--- config.mk ---
export PLATFORM = sky130hd
export DESIGN_NAME = tagged_length_prefix_deframer_unit
export DESIGN_NICKNAME = d
export VERILOG_FILES = /design/src/rtl/tlpd_pkg.sv /design/src/rtl/tlpd_ram.sv /design/src/rtl/tagged_length_prefix_deframer_unit.sv
export SDC_FILE = /design/constraint.sdc
export NUM_CORES = 1
export LEC_CHECK = 0
export BUFFER_PORTS_ARGS = -buffer_cell sky130_fd_sc_hd__buf_2
export CORE_MARGIN = 5
export CORE_UTILIZATION = 62
export DETAILED_ROUTE_END_ITERATION = 16
export GPL_ROUTABILITY_DRIVEN = 0
export GPL_TIMING_DRIVEN = 0
export PLACE_DENSITY = 0.77
export SLEW_MARGIN = 20
export SYNTH_ARGS = -nofsm -noshare
export SYNTH_HDL_FRONTEND = slang
export SYNTH_SLANG_ARGS = --single-unit
--- constraint.sdc ---
create_clock -name clk -period 7.7 [get_ports clk]
set_input_delay 1.925 -clock clk [delete_from_list [all_inputs] [get_ports clk]]
set_output_delay 1.925 -clock clk [all_outputs]
set_load 0.1 [all_outputs]
--- src/rtl/tlpd_pkg.sv ---
// ----------------------------------------------------------------------------
// Tagged length-prefix deframer package
// Shared sizes, codes and the policy request text of the deframer.
// ----------------------------------------------------------------------------
package tlpd_pkg;

  localparam int HEADER_BYTES  = 8;
  localparam int POLICY_LENGTH = 22;

  localparam int HIDX_W  = $clog2(HEADER_BYTES);
  localparam int BURST_W = $clog2(HEADER_BYTES + 1);
  localparam int PIDX_W  = $clog2(POLICY_LENGTH + 1);
  localparam int LEN_W   = 24;
  localparam int TAG_W   = 32;

  localparam logic [8*POLICY_LENGTH-1:0] POLICY_TEXT = "<policy-file-request/>";

  localparam logic [LEN_W-1:0] LIMIT_RESET = 24'd65536;

  localparam logic REG_TAG   = 1'b0;
  localparam logic REG_LIMIT = 1'b1;

  typedef enum logic [1:0] {
    KIND_BYTE    = 2'd0,
    KIND_POLICY  = 2'd1,
    KIND_BAD_TAG = 2'd2,
    KIND_BAD_LEN = 2'd3
  } kind_t;

  typedef enum logic [3:0] {
    PH_HEADER = 4'b0001,
    PH_BODY   = 4'b0010,
    PH_ERROR  = 4'b0100,
    PH_HELD   = 4'b1000
  } phase_t;

  function automatic logic [7:0] policy_char(input logic [PIDX_W-1:0] idx);
    logic [7:0] c;
    c = 8'd0;
    for (int i = 0; i < POLICY_LENGTH; i++) begin
      if (idx == PIDX_W'(i)) begin
        c = POLICY_TEXT[8*(POLICY_LENGTH-1-i) +: 8];
      end
    end
    return c;
  endfunction

endpackage

--- src/rtl/tlpd_ram.sv ---
// ----------------------------------------------------------------------------
// Generic single-clock RAM
// One write port and one read port with a registered read.
// ----------------------------------------------------------------------------
module tlpd_ram #(
  parameter int WIDTH = 8,
  parameter int DEPTH = 8
) (
  input  logic                     clk,
  input  logic                     wr_en,
  input  logic [$clog2(DEPTH)-1:0] wr_addr,
  input  logic [WIDTH-1:0]         wr_data,
  input  logic                     rd_en,
  input  logic [$clog2(DEPTH)-1:0] rd_addr,
  output logic [WIDTH-1:0]         rd_data
);

  logic [WIDTH-1:0] mem [DEPTH];

  always_ff @(posedge clk) begin
    if (wr_en) begin
      mem[wr_addr] <= wr_data;
    end
    if (rd_en) begin
      rd_data <= mem[rd_addr];
    end
  end

endmodule

--- src/rtl/tagged_length_prefix_deframer_unit.sv ---
// ----------------------------------------------------------------------------
// Tagged length-prefix deframer
// Splits a connection byte stream into tagged, length-prefixed messages.
// ----------------------------------------------------------------------------
// Usage:
// The in_ channel carries one stream byte per transfer; in_tuser marks the
// first byte of a new connection. The out_ channel carries message bytes
// and events, with in-band kind and message boundary flags in out_tuser and
// out_tlast closing the results caused by one input byte.
// Header bytes are gathered in a small RAM and produce no output until the
// header is complete. A good header is then replayed from the RAM, one byte
// per cycle while the receiver takes them, so it leaves in 8 transfers; the
// input is held off until the replay has been read out. Body bytes leave in
// the cycle after they are accepted, one byte per cycle while the receiver
// does not stall. A policy request at the start of a connection gives a
// single event transfer; a bad tag or length gives one error transfer, after
// which bytes are dropped until the next connection starts.
// Reset clears the stream control state, arms the policy check and loads the
// register defaults. When the receiver stalls, the output register holds its
// transfer; input is accepted only while it can be refilled. The cfg_ channel
// is always ready; the user must write it only while the block idles (not enforced).
// ----------------------------------------------------------------------------
module tagged_length_prefix_deframer_unit
  import tlpd_pkg::*;
(
  input  logic        clk,
  input  logic        rst_n,
  input  logic        in_tvalid,
  output logic        in_tready,
  input  logic [7:0]  in_tdata,   // [7:0] data_byte
  input  logic        in_tuser,   // [0] restart
  output logic        out_tvalid,
  input  logic        out_tready,
  output logic [7:0]  out_tdata,  // [7:0] out_byte
  output logic [3:0]  out_tuser,  // [1:0] kind, [2] first_of_message, [3] last_of_message
  output logic        out_tlast,
  input  logic        cfg_valid,
  output logic        cfg_ready,
  input  logic        cfg_index,
  input  logic [31:0] cfg_data
);

  logic [TAG_W-1:0]   cfg_tag_r;
  logic [LEN_W-1:0]   cfg_limit_r;

  phase_t             phase_r, phase_nxt, phase_e;
  logic [LEN_W-1:0]   bim_r, bim_nxt, bim_e, bim_inc;
  logic [LEN_W-1:0]   msg_len_r, msg_len_nxt;
  logic [PIDX_W-1:0]  pidx_r, pidx_nxt, pidx_e;
  logic               armed_r, armed_nxt, armed_e;
  logic               pend_r, pend_nxt, pend_e;
  logic [TAG_W-1:0]   tag_r, tag_nxt;
  logic [31:0]        hlen_r, hlen_nxt;

  logic [BURST_W-1:0] burst_left_r, burst_left_nxt;
  logic [HIDX_W-1:0]  rd_addr_r, rd_addr_nxt;
  logic [HIDX_W-1:0]  rd_pos_r, rd_pos_nxt;
  logic               rdv_r, rdv_nxt;
  logic               len8_r, len8_nxt;

  logic               out_valid_r, out_valid_nxt;
  logic [7:0]         out_byte_r, out_byte_nxt;
  kind_t              out_kind_r, out_kind_nxt;
  logic               out_first_r, out_first_nxt;
  logic               out_lastm_r, out_lastm_nxt;
  logic               out_last_r, out_last_nxt;

  logic               out_free, busy, in_fire, move, issue;
  logic               res_valid, res_lastm, hdr_done, store;
  kind_t              res_kind;
  logic [7:0]         rd_data;

  assign out_free  = !out_valid_r || out_tready;
  assign busy      = (burst_left_r != '0) || rdv_r;
  assign in_tready = !busy && out_free;
  assign in_fire   = in_tvalid && in_tready;
  assign move      = rdv_r && out_free;
  assign issue     = (burst_left_r != '0) && (!rdv_r || move);
  assign cfg_ready = 1'b1;

  assign bim_e    = in_tuser ? '0 : bim_r;
  assign phase_e  = in_tuser ? PH_HEADER : phase_r;
  assign pidx_e   = in_tuser ? '0 : pidx_r;
  assign armed_e  = in_tuser ? 1'b1 : armed_r;
  assign pend_e   = in_tuser ? 1'b0 : pend_r;
  assign bim_inc  = bim_e + LEN_W'(1);
  assign hdr_done = (bim_e == LEN_W'(HEADER_BYTES - 1));

  always_comb begin
    tag_nxt  = tag_r;
    hlen_nxt = hlen_r;
    if (in_fire && (phase_e == PH_HEADER)) begin
      if (bim_e < LEN_W'(4)) begin
        tag_nxt[8*bim_e[1:0] +: 8] = in_tdata;
      end else if (bim_e < LEN_W'(8)) begin
        hlen_nxt[8*bim_e[1:0] +: 8] = in_tdata;
      end
    end
  end

  always_comb begin
    phase_nxt      = phase_r;
    bim_nxt        = bim_r;
    msg_len_nxt    = msg_len_r;
    pidx_nxt       = pidx_r;
    armed_nxt      = armed_r;
    pend_nxt       = pend_r;
    burst_left_nxt = burst_left_r;
    rd_addr_nxt    = rd_addr_r;
    len8_nxt       = len8_r;
    res_valid      = 1'b0;
    res_kind       = KIND_BYTE;
    res_lastm      = 1'b0;
    store          = 1'b0;

    if (in_fire) begin
      phase_nxt = phase_e;
      bim_nxt   = bim_e;
      pidx_nxt  = pidx_e;
      armed_nxt = armed_e;
      pend_nxt  = pend_e;
      if (in_tuser) begin
        msg_len_nxt = '0;
      end

      if (armed_e && (pidx_e < PIDX_W'(POLICY_LENGTH)) &&
          (in_tdata == policy_char(pidx_e))) begin
        if (pidx_e == PIDX_W'(POLICY_LENGTH - 1)) begin
          phase_nxt   = PH_HEADER;
          bim_nxt     = '0;
          msg_len_nxt = '0;
          pend_nxt    = 1'b0;
          armed_nxt   = 1'b0;
          pidx_nxt    = '0;
          res_valid   = 1'b1;
          res_kind    = KIND_POLICY;
        end else begin
          pidx_nxt = pidx_e + PIDX_W'(1);
          if (phase_e == PH_HEADER) begin
            store   = 1'b1;
            bim_nxt = bim_inc;
            if (hdr_done) begin
              pend_nxt  = (tag_nxt != cfg_tag_r);
              phase_nxt = PH_HELD;
            end
          end
        end
      end else begin
        armed_nxt = 1'b0;
        pidx_nxt  = '0;
        if (armed_e && (phase_e == PH_HELD)) begin
          res_valid = 1'b1;
          res_kind  = pend_e ? KIND_BAD_TAG : KIND_BAD_LEN;
          phase_nxt = PH_ERROR;
        end else begin
          unique case (phase_e) inside
            PH_HEADER: begin
              store   = 1'b1;
              bim_nxt = bim_inc;
              if (hdr_done) begin
                if (tag_nxt != cfg_tag_r) begin
                  res_valid = 1'b1;
                  res_kind  = KIND_BAD_TAG;
                  phase_nxt = PH_ERROR;
                end else if ((hlen_nxt < 32'(HEADER_BYTES)) ||
                             (hlen_nxt >= {8'd0, cfg_limit_r})) begin
                  res_valid = 1'b1;
                  res_kind  = KIND_BAD_LEN;
                  phase_nxt = PH_ERROR;
                end else begin
                  msg_len_nxt    = hlen_nxt[LEN_W-1:0];
                  burst_left_nxt = BURST_W'(HEADER_BYTES);
                  rd_addr_nxt    = '0;
                  len8_nxt       = (hlen_nxt == 32'(HEADER_BYTES));
                  if (hlen_nxt == 32'(HEADER_BYTES)) begin
                    bim_nxt   = '0;
                    phase_nxt = PH_HEADER;
                  end else begin
                    bim_nxt   = LEN_W'(HEADER_BYTES);
                    phase_nxt = PH_BODY;
                  end
                end
              end
            end
            PH_BODY: begin
              res_valid = 1'b1;
              res_kind  = KIND_BYTE;
              res_lastm = (bim_inc >= msg_len_r);
              bim_nxt   = bim_inc;
              if (bim_inc >= msg_len_r) begin
                bim_nxt   = '0;
                phase_nxt = PH_HEADER;
              end
            end
            PH_ERROR, PH_HELD: begin
            end
            default: begin
            end
          endcase
        end
      end
    end

    if (issue) begin
      burst_left_nxt = burst_left_r - BURST_W'(1);
      rd_addr_nxt    = rd_addr_r + HIDX_W'(1);
    end
  end

  always_comb begin
    rdv_nxt    = rdv_r;
    rd_pos_nxt = rd_pos_r;
    if (issue) begin
      rdv_nxt    = 1'b1;
      rd_pos_nxt = rd_addr_r;
    end else if (move) begin
      rdv_nxt = 1'b0;
    end
  end

  always_comb begin
    out_valid_nxt = out_valid_r;
    out_byte_nxt  = out_byte_r;
    out_kind_nxt  = out_kind_r;
    out_first_nxt = out_first_r;
    out_lastm_nxt = out_lastm_r;
    out_last_nxt  = out_last_r;
    if (move) begin
      out_valid_nxt = 1'b1;
      out_byte_nxt  = rd_data;
      out_kind_nxt  = KIND_BYTE;
      out_first_nxt = (rd_pos_r == '0);
      out_lastm_nxt = (rd_pos_r == HIDX_W'(HEADER_BYTES - 1)) && len8_r;
      out_last_nxt  = (rd_pos_r == HIDX_W'(HEADER_BYTES - 1));
    end else if (in_fire && res_valid) begin
      out_valid_nxt = 1'b1;
      out_byte_nxt  = (res_kind == KIND_BYTE) ? in_tdata : 8'd0;
      out_kind_nxt  = res_kind;
      out_first_nxt = 1'b0;
      out_lastm_nxt = res_lastm;
      out_last_nxt  = 1'b1;
    end else if (out_tready) begin
      out_valid_nxt = 1'b0;
    end
  end

  tlpd_ram #(
    .WIDTH(8),
    .DEPTH(HEADER_BYTES)
  ) u_hdr_ram (
    .clk    (clk),
    .wr_en  (in_fire && store),
    .wr_addr(bim_e[HIDX_W-1:0]),
    .wr_data(in_tdata),
    .rd_en  (issue),
    .rd_addr(rd_addr_r),
    .rd_data(rd_data)
  );

  always_ff @(posedge clk) begin
    if (!rst_n) begin
      cfg_tag_r    <= '0;
      cfg_limit_r  <= LIMIT_RESET;
      phase_r      <= PH_HEADER;
      bim_r        <= '0;
      msg_len_r    <= '0;
      pidx_r       <= '0;
      armed_r      <= 1'b1;
      pend_r       <= 1'b0;
      burst_left_r <= '0;
      rd_addr_r    <= '0;
      rdv_r        <= 1'b0;
      out_valid_r  <= 1'b0;
    end else begin
      if (cfg_valid && cfg_ready) begin
        unique case (cfg_index)
          REG_TAG:   cfg_tag_r   <= cfg_data;
          REG_LIMIT: cfg_limit_r <= cfg_data[LEN_W-1:0];
          default:   cfg_tag_r   <= cfg_tag_r;
        endcase
      end
      phase_r      <= phase_nxt;
      bim_r        <= bim_nxt;
      msg_len_r    <= msg_len_nxt;
      pidx_r       <= pidx_nxt;
      armed_r      <= armed_nxt;
      pend_r       <= pend_nxt;
      burst_left_r <= burst_left_nxt;
      rd_addr_r    <= rd_addr_nxt;
      rdv_r        <= rdv_nxt;
      out_valid_r  <= out_valid_nxt;
    end
  end

  always_ff @(posedge clk) begin
    tag_r       <= tag_nxt;
    hlen_r      <= hlen_nxt;
    rd_pos_r    <= rd_pos_nxt;
    len8_r      <= len8_nxt;
    out_byte_r  <= out_byte_nxt;
    out_kind_r  <= out_kind_nxt;
    out_first_r <= out_first_nxt;
    out_lastm_r <= out_lastm_nxt;
    out_last_r  <= out_last_nxt;
  end

  assign out_tvalid = out_valid_r;
  assign out_tdata  = out_byte_r;
  assign out_tuser  = {out_lastm_r, out_first_r, out_kind_r};
  assign out_tlast  = out_last_r;

  a_held_armed: assert property (@(posedge clk) disable iff (!rst_n)
    phase_r == PH_HELD |-> armed_r)
    else $error("held header while the policy check is disarmed");

  a_error_disarmed: assert property (@(posedge clk) disable iff (!rst_n)
    phase_r == PH_ERROR |-> !armed_r)
    else $error("error state while the policy check is armed");

  a_body_count: assert property (@(posedge clk) disable iff (!rst_n)
    phase_r == PH_BODY |-> bim_r < msg_len_r)
    else $error("body byte count reached the message length");

  a_burst_start: assert property (@(posedge clk) disable iff (!rst_n)
    burst_left_r == BURST_W'(HEADER_BYTES) |-> $past(in_fire))
    else $error("header replay started without an input transfer");

  a_ram_ports: assert property (@(posedge clk) disable iff (!rst_n)
    issue |-> !(in_fire && store))
    else $error("header RAM written during replay");

endmodule

==> results.yml <==
setup_path:
  criticalPathCategory: "input pin to flip-flop"
  crit_path_start_kind: "input pin"
  reg2regPathDepth: 18
  cp_data_arrival_time_ns: 7.60
  cp_max_fo: 10
  end_kind: "flip-flop"
  crit_required_ns: 7.87
synthesis:
  synth_fa_ha_area_frac: 0.04999
  async_reset_ff_frac: 0
  synth_most_common_cell: "nand2_1"
  ys_seq_area_frac: 0.4497
  syn-num-nets: 1687
  yosys_warnings: 0
  synth_ff_type: "dfxtp_1"
  synth_xor_area_frac: 0.02026
  synth_edf_count: 87
  syn_avg_cell_area_um2: 9.012
  synth_common_cells: "nand2_1, dfxtp_1, a21oi_1, o21ai_0, edfxtp_1"
  synth_top_family_by_area: "simple AND/OR/NAND/NOR gates"
  ys_ff_latch: 277
  synthMuxAreaShare: 0.03456
  syn_area_um2: 14270
  synth-simple-area-share: 0.2172
  synth.distinct_cells: 90
  synth.top_cell.area_share: 0.2666
  syn_inst: 1583
  synth_compound_area_frac: 0.1812
  synth_top_cell_by_area: "dfxtp_1"
  yosys-top-cells-area: "dfxtp_1, edfxtp_1, nand2_1"
global_route:
  grt.total_usage: 0.3110
  grt-ovfl-total: 0
  grt_pass1_vias: 12070
  antenna_found_initial: 0
  grt_first_pass_wirelength_mm: 65.05
  grt_max_degree: 20
timing:
  fin_crit_sh: 0.9646
  min_period_ns: 7.427
  max_freq_mhz: 134.6
  rsz0062_at_grt: "false"
  setup_viol: 0
  slew_headroom: 0.3176
  fin_ws_ns: 0.2727
  tightest_slew_ns: 1.015
  maxSlewViolCount: 0
  finalClockSkew_ns: 0.009652
  final_hold_viol_count: 0
die:
  die_h_um: 161.7
  rows: 55
  die_w_um: 161.7
  io_pins: 63
  core_um2: 22640
  start_util: 0.6301
  fp.dieArea_um2: 26140
final_layout:
  antenna_cells: 0
  syn_to_final_growth_pct: 12.47
  finalNetCount: 1784
  nFillCells: 1778
  design_area_um2: 16050
  final_layout_size_suffix_gt1_frac: 0.1163
route:
  viasPerCell: 6.463
  drt_pre_antenna_iters: 8
  drt_iter0_drc: 1766
  wl_per_cell_um: 20.97
  drc: 0
  ant_nets: 0
  wirelength_mm: 41.67
  vias: 12840
placement:
  post-place-ws_ns: -1.463
  dp_hpwl_mm: 30.30
  place_area_um2: 14980
  portBuffers: 60
cts:
  cts_tree: "yes"
  clk_pin_slew_ns: 0.06
  cts_buffers: 28
  clock_path_buffers: 3
  cts_root_buf: "clkbuf_16"
  cts_hold_buf: 0
  clk_latency_ns: 0.55
  cts_num_sinks: 277
  cts_max_level: 1
min_path:
  whs_path_depth: 0
  hp-class: "flip-flop to flip-flop"
run_status:
  status: "finished, final reports clean"
pwr:
  powerDensity_nw_per_um2: 258.3
  peakVddDrop_v: 0.0002038
  power_leakage_uw: 0.006011
job:
  drv_cap: 0
[placed cells by master, fill, tap and decap left out, types with 28 or more instances in the layout]
master and instances:
a21oi_1 126, a22o_1 37, buf_2 67, clkbuf_1 73, clkbuf_16 28, dfxtp_1 190
edfxtp_1 87, ha_1 57, inv_1 65, nand2_1 268, nand3_1 55, nor2_1 71
o21ai_0 105
[critical path, stage by stage]
cell and delay, ns:
buf_2 0.25, clkbuf_1 0.61, clkbuf_1 0.52, clkbuf_1 0.46, nor3b_1 0.15, and2_1 0.19, ha_1 0.23, inv_1 0.14
nand2_1 0.11, a21oi_1 0.21, o221ai_1 0.15, a2111oi_0 0.46, nand4_1 0.30, nand2b_1 0.23, clkbuf_1 0.24, nand2_1 0.14
nand2_1 0.17, or2_2 0.38, nor2_1 0.71
[worst paths after layout]
path / startpoint / to / slack (ns)
worst min register to register: rd_addr_r[2] / rd_pos_r[2] / 0.45
worst max register to register: bim_r[8] / bim_r[16] / 1.33
worst min-delay path: rd_addr_r[2] / rd_pos_r[2] / 0.45
worst max-delay path: in_tuser / u_hdr_ram.mem[7][0] / 0.27
[cell families (layout without fill, tap and decap cells)]
kind of cell,after synthesis,count (layout)
fa+ha+maj,57,57
compound gates,404,404
other cells,1,1
xor+xnor,33,33
simple gates,620,620
flops,277,277
mux,28,28
buf+inv,163,282
[where the power goes]
| group | switching (uW) | internal (uW) | leakage, uW |
|---|---|---|---|
| clock network | 572 | 903 | 0.000484 |
| logic | 683 | 281 | 0.00319 |
| registers | 53.1 | 1650 | 0.00234 |
| total | 1310 | 2840 | 0.00601 |
[flip-flops by register name, indices dropped and copies added, names as in the netlist, 4 cells and up]
register           flops
burst_left_r           4
u_hdr_ram.rd_data      8
msg_len_r             24
u_hdr_ram.mem         64
out_tdata              8
cfg_limit_r           24
tag_r                 32
cfg_tag_r             32
bim_r                 24
pidx_r                 5
hlen_r                32
phase_r                4
[metrics by stage]
| step | total power, uW | hold WS, ns | TNS, ns | util | instances |
|---|---|---|---|---|---|
| after detailed placement | 2660 | 0.4296 | -96.62 | 0.6615 | 1931 |
| after global routing | 4299 | 0.4692 | 0 | 0.7087 | 1987 |
| after CTS | 4131 | 0.4474 | 0 | 0.7068 | 1983 |
| after floorplan | 2417 | 0.4202 | 0 | - | 1583 |
| final | 4144 | 0.4477 | 0 | 0.7087 | 1987 |
| after global placement | 2635 | 0.4276 | -95.74 | 0.6591 | 1928 |
[final cells by class]
class                   instances  area (um2)  area share
multi-input cells            1143        7237      0.4510
inverters                      68       259.0     0.01614
well taps                     285       356.6     0.02222
flip-flops and latches        277        6416      0.3999
clock inverters                20       292.8     0.01825
clock buffers                  32       715.7     0.04460
repair buffers                 68       357.8     0.02230
plain buffers                  94       410.4     0.02558
[repair_timing]
item,4_1_cts,5_1_grt
setup endpoints to repair,80,80
pin swaps,1,0
resized for setup,3,6
buffers inserted,1,4
[layer usage]
metal,GRT usage,part of all wire,routed length [um]
met1,0.4159,0.39,16250
met2,0.5101,0.46,19330
met3,0.03958,0.097,4023
met4,0.1411,0.050,2064
met5,0,0,0
No activity file was read; power rests on OpenSTA's default activity.
